`src/rtl/mhc_pkg.sv`:
```
package mhc_pkg;

	localparam int CORDIC_STEPS = 16;
	localparam int CSW = (CORDIC_STEPS > 1) ? $clog2(CORDIC_STEPS) : 1;

	localparam int DIV_NW = 37;
	localparam int DIV_DW = 25;
	localparam int DIV_CW = $clog2(DIV_NW + 1);

	localparam int CW = 36;
	localparam int ZW = 27;

	localparam logic [23:0] TRACK_INIT = 24'd2560000;
	localparam logic [24:0] FULL_TURN = 25'd23592960;
	localparam logic [24:0] HALF_TURN = 25'd11796480;
	localparam logic [15:0] SCALE_ONE = 16'd4096;
	localparam logic [15:0] SCALE_MAX = 16'hFFFF;
	localparam logic [15:0] CENTIDEG_TURN = 16'd36000;

	localparam logic [2:0] ACT_MEASURE = 3'd0;
	localparam logic [2:0] ACT_CLEAR = 3'd1;
	localparam logic [2:0] ACT_SAMPLE = 3'd2;
	localparam logic [2:0] ACT_FINISH = 3'd3;
	localparam logic [2:0] ACT_LOAD = 3'd4;

	localparam logic [1:0] AX_X = 2'd0;
	localparam logic [1:0] AX_Y = 2'd1;
	localparam logic [1:0] AX_Z = 2'd2;

	typedef struct packed {
		logic [2:0] action;
		logic signed [15:0] raw_x;
		logic signed [15:0] raw_y;
		logic signed [15:0] raw_z;
		logic signed [23:0] load_offset_x;
		logic signed [23:0] load_offset_y;
		logic signed [23:0] load_offset_z;
	} in_t;

	typedef struct packed {
		logic result_kind;
		logic signed [23:0] field_x;
		logic signed [23:0] field_y;
		logic signed [23:0] field_z;
		logic [15:0] heading_centideg;
	} out_t;

	typedef enum logic [4:0] {
		DP_NOP,
		DP_CAPTURE,
		DP_DIV_CONV,
		DP_SAVE_CONV,
		DP_TRACK,
		DP_CLEAR,
		DP_LOAD_OFS,
		DP_MUL,
		DP_RND,
		DP_CORD_INIT,
		DP_CORD_STEP,
		DP_CORD_WRAP,
		DP_CORD_HEAD,
		DP_FIN,
		DP_DIV_SCALE,
		DP_SAVE_SCALE,
		DP_EMIT
	} dp_op_t;

	typedef enum logic [3:0] {
		ST_IDLE,
		ST_EXEC,
		ST_CONV_GO,
		ST_CONV_WAIT,
		ST_TRACK,
		ST_MUL,
		ST_RND,
		ST_CORD_INIT,
		ST_CORD_STEP,
		ST_CORD_WRAP,
		ST_CORD_HEAD,
		ST_FIN,
		ST_SCALE_GO,
		ST_SCALE_WAIT,
		ST_DONE
	} state_t;

	typedef struct packed {
		dp_op_t op;
		logic [1:0] axis;
	} cmd_t;

	typedef struct packed {
		logic [2:0] action;
		logic div_done;
		logic cord_last;
	} stat_t;

	function automatic logic [10:0] lsb_xy(input logic [2:0] code);
		logic [10:0] r;
		unique case (code)
			3'd0: r = 11'd1100;
			3'd1: r = 11'd1100;
			3'd2: r = 11'd855;
			3'd3: r = 11'd670;
			3'd4: r = 11'd450;
			3'd5: r = 11'd400;
			3'd6: r = 11'd330;
			default: r = 11'd230;
		endcase
		return r;
	endfunction

	function automatic logic [10:0] lsb_z(input logic [2:0] code);
		logic [10:0] r;
		unique case (code)
			3'd0: r = 11'd980;
			3'd1: r = 11'd980;
			3'd2: r = 11'd760;
			3'd3: r = 11'd600;
			3'd4: r = 11'd400;
			3'd5: r = 11'd255;
			3'd6: r = 11'd295;
			default: r = 11'd205;
		endcase
		return r;
	endfunction

	function automatic logic [21:0] atan_val(input logic [4:0] i);
		logic [21:0] r;
		unique case (i)
			5'd0: r = 22'd2949120;
			5'd1: r = 22'd1740967;
			5'd2: r = 22'd919879;
			5'd3: r = 22'd466945;
			5'd4: r = 22'd234379;
			5'd5: r = 22'd117304;
			5'd6: r = 22'd58666;
			5'd7: r = 22'd29335;
			5'd8: r = 22'd14668;
			5'd9: r = 22'd7334;
			5'd10: r = 22'd3667;
			5'd11: r = 22'd1833;
			5'd12: r = 22'd917;
			5'd13: r = 22'd458;
			5'd14: r = 22'd229;
			5'd15: r = 22'd115;
			5'd16: r = 22'd57;
			5'd17: r = 22'd29;
			5'd18: r = 22'd14;
			5'd19: r = 22'd7;
			5'd20: r = 22'd4;
			5'd21: r = 22'd2;
			5'd22: r = 22'd1;
			default: r = 22'd0;
		endcase
		return r;
	endfunction

endpackage

```
`src/rtl/mhc_div.sv`:
```
module mhc_div
	import mhc_pkg::*;
(
	input logic clk,
	input logic arst_n,
	input logic start,
	input logic [DIV_NW-1:0] num,
	input logic [DIV_DW-1:0] den,
	output logic [DIV_NW-1:0] quo,
	output logic done
);

	logic [DIV_NW-1:0] num_q;
	logic [DIV_DW-1:0] den_q;
	logic [DIV_DW-1:0] rem_q;
	logic [DIV_CW-1:0] cnt_q;
	logic done_q;
	logic [DIV_DW:0] rem_sh;
	logic take;

	always_comb begin
		rem_sh = {rem_q, num_q[DIV_NW-1]};
		take = rem_sh >= {1'b0, den_q};
	end

	always_ff @(posedge clk or negedge arst_n) begin
		if (!arst_n) begin
			cnt_q <= '0;
			done_q <= 1'b0;
		end else if (start) begin
			cnt_q <= DIV_CW'(DIV_NW);
			done_q <= 1'b0;
		end else if (cnt_q != '0) begin
			cnt_q <= cnt_q - 1'b1;
			if (cnt_q == DIV_CW'(1)) begin
				done_q <= 1'b1;
			end
		end
	end

	always_ff @(posedge clk) begin
		if (start) begin
			num_q <= num;
			den_q <= den;
			rem_q <= '0;
		end else if (cnt_q != '0) begin
			num_q <= {num_q[DIV_NW-2:0], take};
			rem_q <= take ? DIV_DW'(rem_sh - {1'b0, den_q}) : rem_sh[DIV_DW-1:0];
		end
	end

	assign quo = num_q;
	assign done = done_q;

endmodule

```
`src/rtl/mhc_ctrl.sv`:
```
module mhc_ctrl
	import mhc_pkg::*;
(
	input logic clk,
	input logic arst_n,
	input logic in_valid,
	output logic in_ready,
	output logic out_valid,
	input logic out_ready,
	input stat_t stat,
	output cmd_t cmd
);

	state_t state_q, state_d;
	logic [1:0] axis_q;
	logic out_valid_q;
	logic emit;

	always_comb begin
		state_d = state_q;
		unique case (state_q)
			ST_IDLE: if (in_valid) state_d = ST_EXEC;
			ST_EXEC: begin
				if (stat.action == ACT_MEASURE || stat.action == ACT_SAMPLE) begin
					state_d = ST_CONV_GO;
				end else if (stat.action == ACT_FINISH) begin
					state_d = ST_FIN;
				end else begin
					state_d = ST_DONE;
				end
			end
			ST_CONV_GO: state_d = ST_CONV_WAIT;
			ST_CONV_WAIT: begin
				if (stat.div_done) begin
					if (axis_q != AX_Z) begin
						state_d = ST_CONV_GO;
					end else if (stat.action == ACT_SAMPLE) begin
						state_d = ST_TRACK;
					end else begin
						state_d = ST_MUL;
					end
				end
			end
			ST_TRACK: state_d = ST_DONE;
			ST_MUL: state_d = ST_RND;
			ST_RND: state_d = (axis_q == AX_Z) ? ST_CORD_INIT : ST_MUL;
			ST_CORD_INIT: state_d = ST_CORD_STEP;
			ST_CORD_STEP: if (stat.cord_last) state_d = ST_CORD_WRAP;
			ST_CORD_WRAP: state_d = ST_CORD_HEAD;
			ST_CORD_HEAD: state_d = ST_DONE;
			ST_FIN: state_d = ST_SCALE_GO;
			ST_SCALE_GO: state_d = ST_SCALE_WAIT;
			ST_SCALE_WAIT: begin
				if (stat.div_done) begin
					state_d = (axis_q == AX_Y) ? ST_DONE : ST_SCALE_GO;
				end
			end
			ST_DONE: if (!out_valid_q || out_ready) state_d = ST_IDLE;
			default: state_d = ST_IDLE;
		endcase
	end

	always_comb begin
		cmd.op = DP_NOP;
		cmd.axis = axis_q;
		unique case (state_q)
			ST_IDLE: if (in_valid) cmd.op = DP_CAPTURE;
			ST_EXEC: begin
				if (stat.action == ACT_CLEAR) begin
					cmd.op = DP_CLEAR;
				end else if (stat.action == ACT_LOAD) begin
					cmd.op = DP_LOAD_OFS;
				end
			end
			ST_CONV_GO: cmd.op = DP_DIV_CONV;
			ST_CONV_WAIT: if (stat.div_done) cmd.op = DP_SAVE_CONV;
			ST_TRACK: cmd.op = DP_TRACK;
			ST_MUL: cmd.op = DP_MUL;
			ST_RND: cmd.op = DP_RND;
			ST_CORD_INIT: cmd.op = DP_CORD_INIT;
			ST_CORD_STEP: cmd.op = DP_CORD_STEP;
			ST_CORD_WRAP: cmd.op = DP_CORD_WRAP;
			ST_CORD_HEAD: cmd.op = DP_CORD_HEAD;
			ST_FIN: cmd.op = DP_FIN;
			ST_SCALE_GO: cmd.op = DP_DIV_SCALE;
			ST_SCALE_WAIT: if (stat.div_done) cmd.op = DP_SAVE_SCALE;
			ST_DONE: if (!out_valid_q || out_ready) cmd.op = DP_EMIT;
			default: cmd.op = DP_NOP;
		endcase
	end

	assign emit = (cmd.op == DP_EMIT);
	assign in_ready = (state_q == ST_IDLE);
	assign out_valid = out_valid_q;

	always_ff @(posedge clk or negedge arst_n) begin
		if (!arst_n) begin
			state_q <= ST_IDLE;
			axis_q <= AX_X;
			out_valid_q <= 1'b0;
		end else begin
			state_q <= state_d;
			if (state_q == ST_EXEC) begin
				axis_q <= AX_X;
			end else if (state_q == ST_RND && axis_q != AX_Z) begin
				axis_q <= axis_q + 1'b1;
			end else if (state_q == ST_RND) begin
				axis_q <= AX_X;
			end else if ((state_q == ST_CONV_WAIT || state_q == ST_SCALE_WAIT)
					&& stat.div_done) begin
				axis_q <= (axis_q == AX_Z) ? AX_X : axis_q + 1'b1;
			end
			if (emit) begin
				out_valid_q <= 1'b1;
			end else if (out_ready) begin
				out_valid_q <= 1'b0;
			end
		end
	end

endmodule

```
`src/rtl/mhc_datapath.sv`:
```
module mhc_datapath
	import mhc_pkg::*;
(
	input logic clk,
	input logic arst_n,
	input logic cfg_we,
	input logic [2:0] cfg_data,
	input in_t in_data,
	input cmd_t cmd,
	output stat_t stat,
	output out_t out_data
);

	in_t in_q;
	logic [2:0] gain_q;
	logic signed [23:0] v_q [3];
	logic signed [23:0] off_q [3];
	logic [15:0] scale_q [3];
	logic signed [23:0] min_q [3];
	logic signed [23:0] max_q [3];
	logic signed [23:0] f_q [3];
	logic signed [41:0] p_q;
	logic [23:0] dx_q, dy_q;
	logic signed [CW-1:0] cx_q, cy_q;
	logic signed [ZW-1:0] cz_q;
	logic [CSW-1:0] cidx_q;
	logic [24:0] zw_q;
	logic [15:0] head_q;
	out_t out_q;

	logic div_start, div_done;
	logic [DIV_NW-1:0] div_num, div_quo;
	logic [DIV_DW-1:0] div_den;

	logic signed [15:0] raw_sel;
	logic [16:0] raw_mag;
	logic [10:0] lsb;
	logic [31:0] conv_num;
	logic signed [23:0] conv_v;

	logic [23:0] sd, so;
	logic [24:0] span_sum;
	logic [DIV_NW-1:0] scale_num;
	logic [15:0] scale_new;

	logic signed [24:0] mdiff;
	logic [41:0] pmag;
	logic [29:0] prnd;
	logic signed [30:0] psgn;
	logic signed [23:0] fsat;

	logic signed [CW-1:0] xi, xs, ys;
	logic signed [ZW-1:0] at;
	logic signed [ZW-1:0] zt;
	logic [31:0] zprod;
	logic [32:0] zrnd;
	logic [16:0] cd;

	mhc_div u_div (
		.clk(clk),
		.arst_n(arst_n),
		.start(div_start),
		.num(div_num),
		.den(div_den),
		.quo(div_quo),
		.done(div_done)
	);

	always_comb begin
		unique case (cmd.axis)
			AX_X: raw_sel = in_q.raw_x;
			AX_Y: raw_sel = in_q.raw_y;
			default: raw_sel = in_q.raw_z;
		endcase
		lsb = (cmd.axis == AX_Z) ? lsb_z(gain_q) : lsb_xy(gain_q);
		raw_mag = raw_sel[15] ? 17'(-$signed({raw_sel[15], raw_sel}))
			: {1'b0, raw_sel};
		conv_num = 32'(raw_mag) * 32'd25600 + 32'(lsb >> 1);
		conv_v = raw_sel[15] ? -$signed({1'b0, div_quo[22:0]})
			: $signed({1'b0, div_quo[22:0]});

		sd = (cmd.axis == AX_X) ? dx_q : dy_q;
		so = (cmd.axis == AX_X) ? dy_q : dx_q;
		span_sum = {1'b0, sd} + {1'b0, so};
		scale_num = {span_sum, 12'b0} + DIV_NW'(sd);
		if (sd == '0 || div_quo > DIV_NW'(SCALE_MAX)) begin
			scale_new = SCALE_MAX;
		end else begin
			scale_new = div_quo[15:0];
		end

		div_start = (cmd.op == DP_DIV_CONV) || (cmd.op == DP_DIV_SCALE);
		div_num = (cmd.op == DP_DIV_SCALE) ? scale_num : DIV_NW'(conv_num);
		div_den = (cmd.op == DP_DIV_SCALE) ? {sd, 1'b0} : DIV_DW'(lsb);

		mdiff = $signed({v_q[cmd.axis][23], v_q[cmd.axis]})
			- $signed({off_q[cmd.axis][23], off_q[cmd.axis]});
		pmag = p_q[41] ? 42'(-p_q) : 42'(p_q);
		prnd = 30'((pmag + 42'd2048) >> 12);
		psgn = p_q[41] ? -$signed({1'b0, prnd}) : $signed({1'b0, prnd});
		if (psgn > 31'sd8388607) begin
			fsat = 24'sh7FFFFF;
		end else if (psgn < -31'sd8388608) begin
			fsat = -24'sh800000;
		end else begin
			fsat = psgn[23:0];
		end

		xi = $signed({{(CW-32){f_q[0][23]}}, f_q[0], 8'b0});
		xs = cx_q >>> cidx_q;
		ys = cy_q >>> cidx_q;
		at = $signed({5'b0, atan_val(5'(cidx_q))});
		if (cz_q[ZW-1]) begin
			zt = cz_q + $signed({2'b0, FULL_TURN});
		end else if (cz_q >= $signed({2'b0, FULL_TURN})) begin
			zt = cz_q - $signed({2'b0, FULL_TURN});
		end else begin
			zt = cz_q;
		end
		zprod = 32'(zw_q) * 32'd100;
		zrnd = 33'(zprod) + 33'd32768;
		cd = zrnd[32:16];
	end

	always_ff @(posedge clk or negedge arst_n) begin
		if (!arst_n) begin
			gain_q <= 3'd1;
			for (int k = 0; k < 3; k++) begin
				off_q[k] <= '0;
				scale_q[k] <= SCALE_ONE;
				min_q[k] <= $signed(TRACK_INIT);
				max_q[k] <= -$signed(TRACK_INIT);
			end
		end else begin
			if (cfg_we) begin
				gain_q <= cfg_data;
			end
			unique case (cmd.op)
				DP_CLEAR: begin
					for (int k = 0; k < 3; k++) begin
						min_q[k] <= $signed(TRACK_INIT);
						max_q[k] <= -$signed(TRACK_INIT);
					end
				end
				DP_TRACK: begin
					for (int k = 0; k < 3; k++) begin
						if (v_q[k] < min_q[k]) min_q[k] <= v_q[k];
						if (v_q[k] > max_q[k]) max_q[k] <= v_q[k];
					end
				end
				DP_LOAD_OFS: begin
					off_q[0] <= in_q.load_offset_x;
					off_q[1] <= in_q.load_offset_y;
					off_q[2] <= in_q.load_offset_z;
				end
				DP_FIN: begin
					for (int k = 0; k < 3; k++) begin
						off_q[k] <= 24'(($signed({max_q[k][23], max_q[k]})
							+ $signed({min_q[k][23], min_q[k]})) >>> 1);
					end
					scale_q[2] <= SCALE_ONE;
				end
				DP_SAVE_SCALE: scale_q[cmd.axis] <= scale_new;
				default: ;
			endcase
		end
	end

	always_ff @(posedge clk) begin
		unique case (cmd.op)
			DP_CAPTURE: in_q <= in_data;
			DP_SAVE_CONV: v_q[cmd.axis] <= conv_v;
			DP_MUL: p_q <= 42'(mdiff) * 42'($signed({1'b0, scale_q[cmd.axis]}));
			DP_RND: f_q[cmd.axis] <= fsat;
			DP_FIN: begin
				dx_q <= ($signed({max_q[0][23], max_q[0]})
					- $signed({min_q[0][23], min_q[0]})) < 0 ? '0
					: 24'($signed({max_q[0][23], max_q[0]})
					- $signed({min_q[0][23], min_q[0]}));
				dy_q <= ($signed({max_q[1][23], max_q[1]})
					- $signed({min_q[1][23], min_q[1]})) < 0 ? '0
					: 24'($signed({max_q[1][23], max_q[1]})
					- $signed({min_q[1][23], min_q[1]}));
			end
			DP_CORD_INIT: begin
				cidx_q <= '0;
				if (f_q[0][23]) begin
					cx_q <= -xi;
					cy_q <= -$signed({{(CW-32){f_q[1][23]}}, f_q[1], 8'b0});
					cz_q <= $signed({2'b0, HALF_TURN});
				end else begin
					cx_q <= xi;
					cy_q <= $signed({{(CW-32){f_q[1][23]}}, f_q[1], 8'b0});
					cz_q <= '0;
				end
			end
			DP_CORD_STEP: begin
				cidx_q <= cidx_q + 1'b1;
				if (cy_q > 0) begin
					cx_q <= cx_q + ys;
					cy_q <= cy_q - xs;
					cz_q <= cz_q + at;
				end else begin
					cx_q <= cx_q - ys;
					cy_q <= cy_q + xs;
					cz_q <= cz_q - at;
				end
			end
			DP_CORD_WRAP: zw_q <= zt[24:0];
			DP_CORD_HEAD: begin
				if (f_q[0] == '0 && f_q[1] == '0) begin
					head_q <= '0;
				end else if (cd >= 17'(CENTIDEG_TURN)) begin
					head_q <= 16'(cd - 17'(CENTIDEG_TURN));
				end else begin
					head_q <= cd[15:0];
				end
			end
			DP_EMIT: begin
				if (in_q.action == ACT_MEASURE) begin
					out_q.result_kind <= 1'b0;
					out_q.field_x <= f_q[0];
					out_q.field_y <= f_q[1];
					out_q.field_z <= f_q[2];
					out_q.heading_centideg <= head_q;
				end else begin
					out_q <= '{result_kind: 1'b1, default: '0};
				end
			end
			default: ;
		endcase
	end

	assign stat.action = in_q.action;
	assign stat.div_done = div_done;
	assign stat.cord_last = (cidx_q == CSW'(CORDIC_STEPS - 1));
	assign out_data = out_q;

endmodule

```
`src/rtl/magnetometer_heading_calibrator_unit.sv`:
```
// Compass heading unit with hard- and soft-iron calibration. One item is
// handled at a time; a result waits in an output register so the next item
// can be taken meanwhile. Before the next beat is taken, an item also waits
// while the previous result still waits on out_ready. The time per item is
// set by the shared one-bit-per-cycle divider (37 steps per division: one
// per axis conversion, one per X/Y scale) and by the CORDIC_STEPS iterations
// of the heading loop. gain_code is to be written through cfg_we/cfg_data
// only while the unit is idle; the user must keep to this, as the unit itself
// does not enforce it.
module magnetometer_heading_calibrator_unit
	import mhc_pkg::*;
(
	input logic clk,
	input logic arst_n,
	input logic cfg_we,
	input logic [2:0] cfg_data,
	input logic in_valid,
	output logic in_ready,
	input in_t in_data,
	output logic out_valid,
	input logic out_ready,
	output out_t out_data
);

	cmd_t cmd;
	stat_t stat;

	mhc_ctrl u_ctrl (
		.clk(clk),
		.arst_n(arst_n),
		.in_valid(in_valid),
		.in_ready(in_ready),
		.out_valid(out_valid),
		.out_ready(out_ready),
		.stat(stat),
		.cmd(cmd)
	);

	mhc_datapath u_dp (
		.clk(clk),
		.arst_n(arst_n),
		.cfg_we(cfg_we),
		.cfg_data(cfg_data),
		.in_data(in_data),
		.cmd(cmd),
		.stat(stat),
		.out_data(out_data)
	);

	a_busy_after_beat: assert property (@(posedge clk) disable iff (!arst_n)
		(in_valid && in_ready) |=> !in_ready)
		else $error("accepted a beat while busy");

	a_ack_zero: assert property (@(posedge clk) disable iff (!arst_n)
		(out_valid && out_data.result_kind) |->
		(out_data.field_x == 0 && out_data.field_y == 0 &&
		out_data.field_z == 0 && out_data.heading_centideg == 0))
		else $error("acknowledgement carries data");

	a_head_range: assert property (@(posedge clk) disable iff (!arst_n)
		out_valid |-> (out_data.heading_centideg < CENTIDEG_TURN))
		else $error("heading out of range");

endmodule

```
`config.mk`:
```
export PLATFORM = sky130hd
export DESIGN_NAME = magnetometer_heading_calibrator_unit
export DESIGN_NICKNAME = d
export VERILOG_FILES = /design/src/rtl/mhc_pkg.sv /design/src/rtl/mhc_div.sv /design/src/rtl/mhc_ctrl.sv /design/src/rtl/mhc_datapath.sv /design/src/rtl/magnetometer_heading_calibrator_unit.sv
export SDC_FILE = /design/constraint.sdc
export NUM_CORES = 2
export LEC_CHECK = 0
export ABC_AREA = 1
export BUFFER_PORTS_ARGS = -buffer_cell sky130_fd_sc_hd__clkbuf_2
export CAP_MARGIN = 20
export CELL_PAD_IN_SITES_DETAIL_PLACEMENT = 0
export CELL_PAD_IN_SITES_GLOBAL_PLACEMENT = 1
export CORE_MARGIN = 2
export CORE_UTILIZATION = 53
export CTS_CLUSTER_DIAMETER = 60
export DETAILED_ROUTE_END_ITERATION = 12
export GPL_ROUTABILITY_DRIVEN = 0
export PLACE_DENSITY = 0.85
export SLEW_MARGIN = 0
export SYNTH_ARGS = -nofsm -noshare
export SYNTH_HDL_FRONTEND = slang
export SYNTH_SLANG_ARGS = --single-unit
export TNS_END_PERCENT = 100
```
`constraint.sdc`:
```
create_clock -name clk -period 14.4 [get_ports clk]
set_input_delay 0.72 -clock clk [delete_from_list [all_inputs] [get_ports clk]]
set_output_delay 0.72 -clock clk [all_outputs]
set_load 0.05 [all_outputs]
```
Word-level counts from Yosys, hierarchy flattened
Memories as Yosys holds them, arrays and structs flattened. A register that Yosys moved wholly into a read port is not among the register bits.
Index checks and enable logic that the tools add are counted.
- add/subtract/negate cells: 32
- multiply operators: 3
- order comparisons: 17
- equality and inequality tests: 56
- shifts and indexed selects: 2
- multiplexer cells: 87
- bitwise logic cells: 1
- reductions and logical operators: 36
- operators with widths (kind ; number):
    72-bit one-hot mux with 2 select lines ; 3
    24-bit two-way mux ; 14
    36-bit two-way mux ; 4
    36-bit one-hot mux with 2 select lines ; 2
    37-bit two-way mux ; 3
    24-bit by 24-bit adder with 25-bit output ; 4
    89-bit two-way mux ; 1
    16-bit two-way mux ; 5
    25-bit two-way mux ; 3
    5-bit one-hot mux with 15 select lines ; 1
    24-bit by 24-bit subtractor with 25-bit output ; 3
    36-bit adder ; 2
    24-bit > comparator ; 3
    24-bit zero test ; 3
    24-bit < comparator ; 3
    32-bit negation with 36-bit output ; 2
    36-bit by 4-bit >>> shifter with 36-bit output ; 2
    36-bit subtractor ; 2
    11-bit one-hot mux with 6 select lines ; 1
    32-bit by 1-bit < comparator with 1-bit output, second input constant ; 2
    16-bit one-hot mux with 2 select lines ; 2
    10-bit one-hot mux with 6 select lines ; 1
    4-bit one-hot mux with 14 select lines ; 1
    27-bit one-hot mux with 2 select lines ; 1
    76 further kinds ; 166
- flip-flop bits (word level): 814
- memory bits (writable): 144
- memory bits (read-only): 352
- output and inout bits: 91
- memories: 3
- memory list (name ; depth ; bits a word ; rd ports ; clocked after memory_dff ; write ports ; RTL line ; RTL):
    (name not given) ; 16 ; 22 ; 1 ; 1 ; 0 ; mhc_pkg.sv:129 ; unique case (i)
    u_dp.f_q ; 3 ; 24 ; 3 ; 0 ; 1 ; mhc_datapath.sv:21 ; logic signed [23:0] f_q [3];
    u_dp.v_q ; 3 ; 24 ; 4 ; 0 ; 1 ; mhc_datapath.sv:16 ; logic signed [23:0] v_q [3];

Longest topological paths before layout
- depth in word-level cells: 8
- gate-level depth with buffers: 52
- mapped depth without buffers: 50

Modules after synthesis
A second synthesis with hierarchy kept.
- cells, all modules: 11153
- area, all modules: 87610.3 um^2
- by module, submodules not included (module ; instances ; cells an instance ; area an instance (um^2) ; sequential area each (um^2)):
    mhc_datapath ; 1 ; 10175 ; 80913.9 ; 25613.3
    mhc_div ; 1 ; 841 ; 5943.2 ; 2537.4
    mhc_ctrl ; 1 ; 137 ; 753.2 ; 175.2

Least setup slack after synthesis
Ideal clock, no wire load.
- path kind: reg-to-reg
- start: register u_ctrl.axis_q[0]
- end: register u_dp.p_q[40] (data pin)
- setup time: 0.262 ns
- data arrival time: 9.629 ns
- slack: 4.508 ns
- stages on the path, launching flop included: 50
- cell sequence: dfrtp_1 > nor2_1 > inv_1 > clkbuf_1 > clkbuf_1 > clkbuf_1 > buf_1 > o22ai_1 > a221o_1 > ha_1 > nand3b_1 > nand2_1 > nand2_1 > nand2_1 > a21oi_1 > o21a_1 > o21ai_0 > a21boi_0 > (+14 left out) > inv_1 > fa_1 > inv_1 > ha_1 > nand2_1 > nor2_1 > nand2_1 > o21ai_0 > a21oi_1 > o31ai_1 > nand2_1 > nand2_1 > nand2_1 > nand2_1 > a31oi_1 > o21bai_1 > a21oi_1 > xor2_1
- longest elaborated chain between the ends: 6
- elaborated cells on any way between the ends: 10
- ends and longest elaborated chain (what ; RTL line ; RTL):
    from (decl) ; mhc_ctrl.sv:15 ; logic [1:0] axis_q;
    from (signal assigned) ; mhc_ctrl.sv:106 ; axis_q <= axis_q + 1'b1;
    from (signal assigned) ; mhc_ctrl.sv:111 ; axis_q <= (axis_q == AX_Z) ? AX_X : axis_q + 1'b1;
    2-bit NOT with 3-bit output (implied by the code) ; mhc_datapath.sv:97, mhc_datapath.sv:173 ;
    24-bit binary-select mux with 2-bit select ; mhc_datapath.sv:97 ; - $signed({off_q[cmd.axis][23], off_q[cmd.axis]});
    24-bit two-way mux (implied by the code) (2 in a row) ; mhc_datapath.sv:97 ;
    24-bit by 24-bit subtractor with 25-bit output ; mhc_datapath.sv:97 ;
    25-bit by 17-bit multiplier with 42-bit output * ; mhc_datapath.sv:173 ; DP_MUL: p_q <= 42'(mdiff) * 42'($signed({1'b0, scale_q[cmd.axis]}));
    to (signal assigned) ; mhc_datapath.sv:173 ;
    to (decl) ; mhc_datapath.sv:22 ; logic signed [41:0] p_q;
Every way passes the cells marked *; elsewhere a longest branch is shown, timed or not. The select of a mux whose other input is x is not followed.
A chain may end at the register's enable or synchronous reset.

Final worst setup path
- start: register u_ctrl.axis_q[1]
- end: register u_dp.p_q[41] (data pin)
Same word-level chain as after synthesis.

==> qor.yml <==
status: "finished, final reports clean"
synthTopCellsByArea: "edfxtp_1 24%, ha_1 10%, fa_1 10%"
grt_pass1_wl_um: 398000
fin_area_mm2: 0.0933
endpoint_kind: "register"
max_cap_viol_count: 0
cts_buffer_depth: 3
place_area_mm2: 0.0891
cts_resized: 0
max-slew-margin-rel_pct: 16.7
finalSetupViolations: 0
final_layout_size_suffix_gt1_share_pct: 7.05
io_pins: 222
track_usage_pct: 30.9
h-tree-depth: 3
path_common_cell: "inv_1"
core_area_mm2: 0.161
grt_pass1_vias: 71200
avgViaCountPerCell: 5.60
drt_wl_total_um: 256000
period_share_pct: 80.7
cpMaxStageDelayCell: "a22oi_1"
drc: 0
critical-path-max-stage-delay_ps: 920
rsz0062_at_grt: "no"
grt_overflow: 0
hold_viol_final: 0
synth_flop_cell: "edfxtp_1"
ff2ff_path_depth: 38
die_x_um: 406
synth_cell_types: 76
multiInputGateArea_mm2: 0.0492
cp-start-kind: "register"
cp.required_ps: 14870
grt_max_degree: 157
num-nets-final: 12100
cts_buffers: 119
clk_pin_slew_worst_paths_ps: 60
clock_sinks: 1004
drt_iter0_markers: 6556
cts_hold_buf: 0
clock_latency_ps: 770
syn_area_mm2: 0.0856
synth_top_area_share_pct: 23.7
antenna_found_initial: 9
drt_pass1_iterations: 6
min_path_type: "in2async"
maxSlewViolCount: 0
yosys_warnings: 0
area_growth_pct: 8.95
die_h_um: 406
root_buffer: "clkbuf_16"
yosysTopAreaCell: "edfxtp_1"
wire_per_inst_um: 19.6
tns_ps: 0
antenna_left: 0
portBuffers: 221
path_class: "reg2reg"
period_minus_slack_ps: 11620
synth_area_per_cell_um2: 8.03
finish.utilization_pct: 58.1
synth-seq-area-share_pct: 33.1
rows: 147
post_cts_buffers: 0
dpl.hpwl_um: 201000
worstPathArrival_ps: 12090
cts_tree: "yes"
seqCellArea_mm2: 0.0283
initial_utilization_pct: 53.3
worst_slew_pin_slew_ps: 1250
worst_clock_skew_ps: 40.9
cp_max_fo: 39
die_area_mm2: 0.165
synth-seq-cells: 1004
timing.fmax_mhz: 86.1
synth_edf_count: 676
synthArstFlopShare_pct: 28.0
num_vias: 73000
fill_cells: 14700
syn_inst: 10700
-- critical path: cells and delay by family, from the launching register on --
kind	cells	cell delay [ps]
xor gates and xnor gates	1	100
AOI/OAI and AO/OA	11	3260
DFF	1	470
buffers and inverters	11	1770
adders and majority gates	8	4170
and+or+nand+nor	7	1520
-- metrics by stage --
stage / cells / hold WS, ps / setup WS (ps)
finish: 13100 / 97.9 / 2780
global route: 13100 / 81.5 / 2070
CTS: 13000 / 55.3 / 2870
detailed placement: 12800 / 473 / 2930
global placement: 12800 / 470 / 3390
floorplan: 10700 / 424 / 4510
-- state kept, by name, indices dropped and copies added, names as in the netlist, 22 cells and up --
register / count
u_dp.in_q: 120
u_dp.v_q: 96
u_dp.out_data: 89
u_dp.f_q: 72
u_dp.max_q: 72
u_dp.min_q: 72
u_dp.off_q: 72
u_dp.scale_q: 48
u_dp.p_q: 42
u_dp.u_div.quo: 37
u_dp.cx_q: 36
u_dp.cy_q: 36
u_dp.cz_q: 27
u_dp.u_div.den_q: 25
u_dp.u_div.rem_q: 25
u_dp.zw_q: 25
u_dp.dx_q: 24
u_dp.dy_q: 24
u_dp.at: 22
-- cells by family (layout without fill, tap and decap cells) --
group	Yosys count	in the layout	synth area share, %
simple gates	3883	3883	19.0
mux	63	63	0.739
flops	1004	1004	33.1
compound gates	1990	1990	13.0
buf+inv	2188	2413	9.73
fa+ha+maj	1134	1134	20.4
xor+xnor	400	400	4.11
other cells	2	5	0.00877
-- cell usage after synthesis (34+ instances only) --
| cell type | n |
|---|---|
| o22ai_1 | 71 |
| dfrtp_1 | 238 |
| xor2_1 | 287 |
| edfxtp_1 | 676 |
| dfstp_2 | 43 |
| a21oi_1 | 664 |
| o21bai_1 | 44 |
| a31oi_1 | 42 |
| fa_1 | 434 |
| o21ai_0 | 840 |
| nor3_1 | 89 |
| clkbuf_1 | 237 |
| xnor2_1 | 112 |
| dfxtp_1 | 47 |
| inv_1 | 1845 |
| ha_1 | 700 |
| nor2_1 | 1015 |
| mux2i_1 | 61 |
| nand4_1 | 97 |
| nand3_1 | 378 |
| or2_2 | 66 |
| o21a_1 | 42 |
| nor4_1 | 52 |
| a21boi_0 | 34 |
| nand2_1 | 2060 |
-- routing by layer --
| layer | routed length [µm] | GRT usage [%] | vias up |
|---|---|---|---|
| li1 | - | - | 35000 |
| met1 | 109000 | 41.9 | 34900 |
| met2 | 116000 | 49.7 | 2634 |
| met3 | 20000 | 5.20 | 512 |
| met4 | 10200 | 11.3 | 4 |
| met5 | 23 | 0 | - |
-- cells in the final DEF, fill, tap and decap left out, types with 43 or more instances in the layout --
cell / n
buf_4: 86
nand4_1: 97
nor2_1: 994
dfstp_2: 43
nor4_1: 50
inv_1: 1838
a21oi_1: 663
o21ai_0: 837
xnor2_1: 111
nand3_1: 378
o21bai_1: 44
or2_2: 66
clkbuf_16: 120
nor3_1: 88
dfxtp_1: 47
mux2i_1: 61
clkbuf_2: 220
o22ai_1: 71
edfxtp_1: 676
xor2_1: 287
dfrtp_1: 238
fa_1: 434
ha_1: 700
nand2_1: 2059
-- area by class of cell --
type | count | area share, %
Tap cell | 2160 | 2.90
Clock buffer | 141 | 3.39
Inverter | 1874 | 7.54
Multi-Input combinational cell | 7473 | 52.7
Antenna cell | 2 | 0.00536
Clock inverter | 85 | 1.09
Sequential cell | 1004 | 30.4
Timing Repair Buffer | 313 | 2.00
-- final timing paths --
kind	start	end	slack [ps]
hold / removal	arst_n	u_dp.max_q[18]$_DFFE_PN0P_	100
hold reg to reg	u_dp.u_div.rem_q[19]$_SDFFE_PN0P_	u_dp.u_div.rem_q[19]$_SDFFE_PN0P_	480
setup reg to reg	u_ctrl.axis_q[1]$_DFFE_PN0P_	u_dp.p_q[41]$_DFFE_PN_	2780
min in group clk	in_data[54]	u_dp.in_q[54]$_DFFE_PN_	120
setup / recovery	u_ctrl.axis_q[1]$_DFFE_PN0P_	u_dp.p_q[41]$_DFFE_PN_	2780
max in group asynchronous	arst_n	u_dp.scale_q[19]$_DFFE_PN0P_	12760
Power is left out: the tool's default activity adds up to more than one toggle a clock period on the data nets, which glitch-free logic cannot reach.
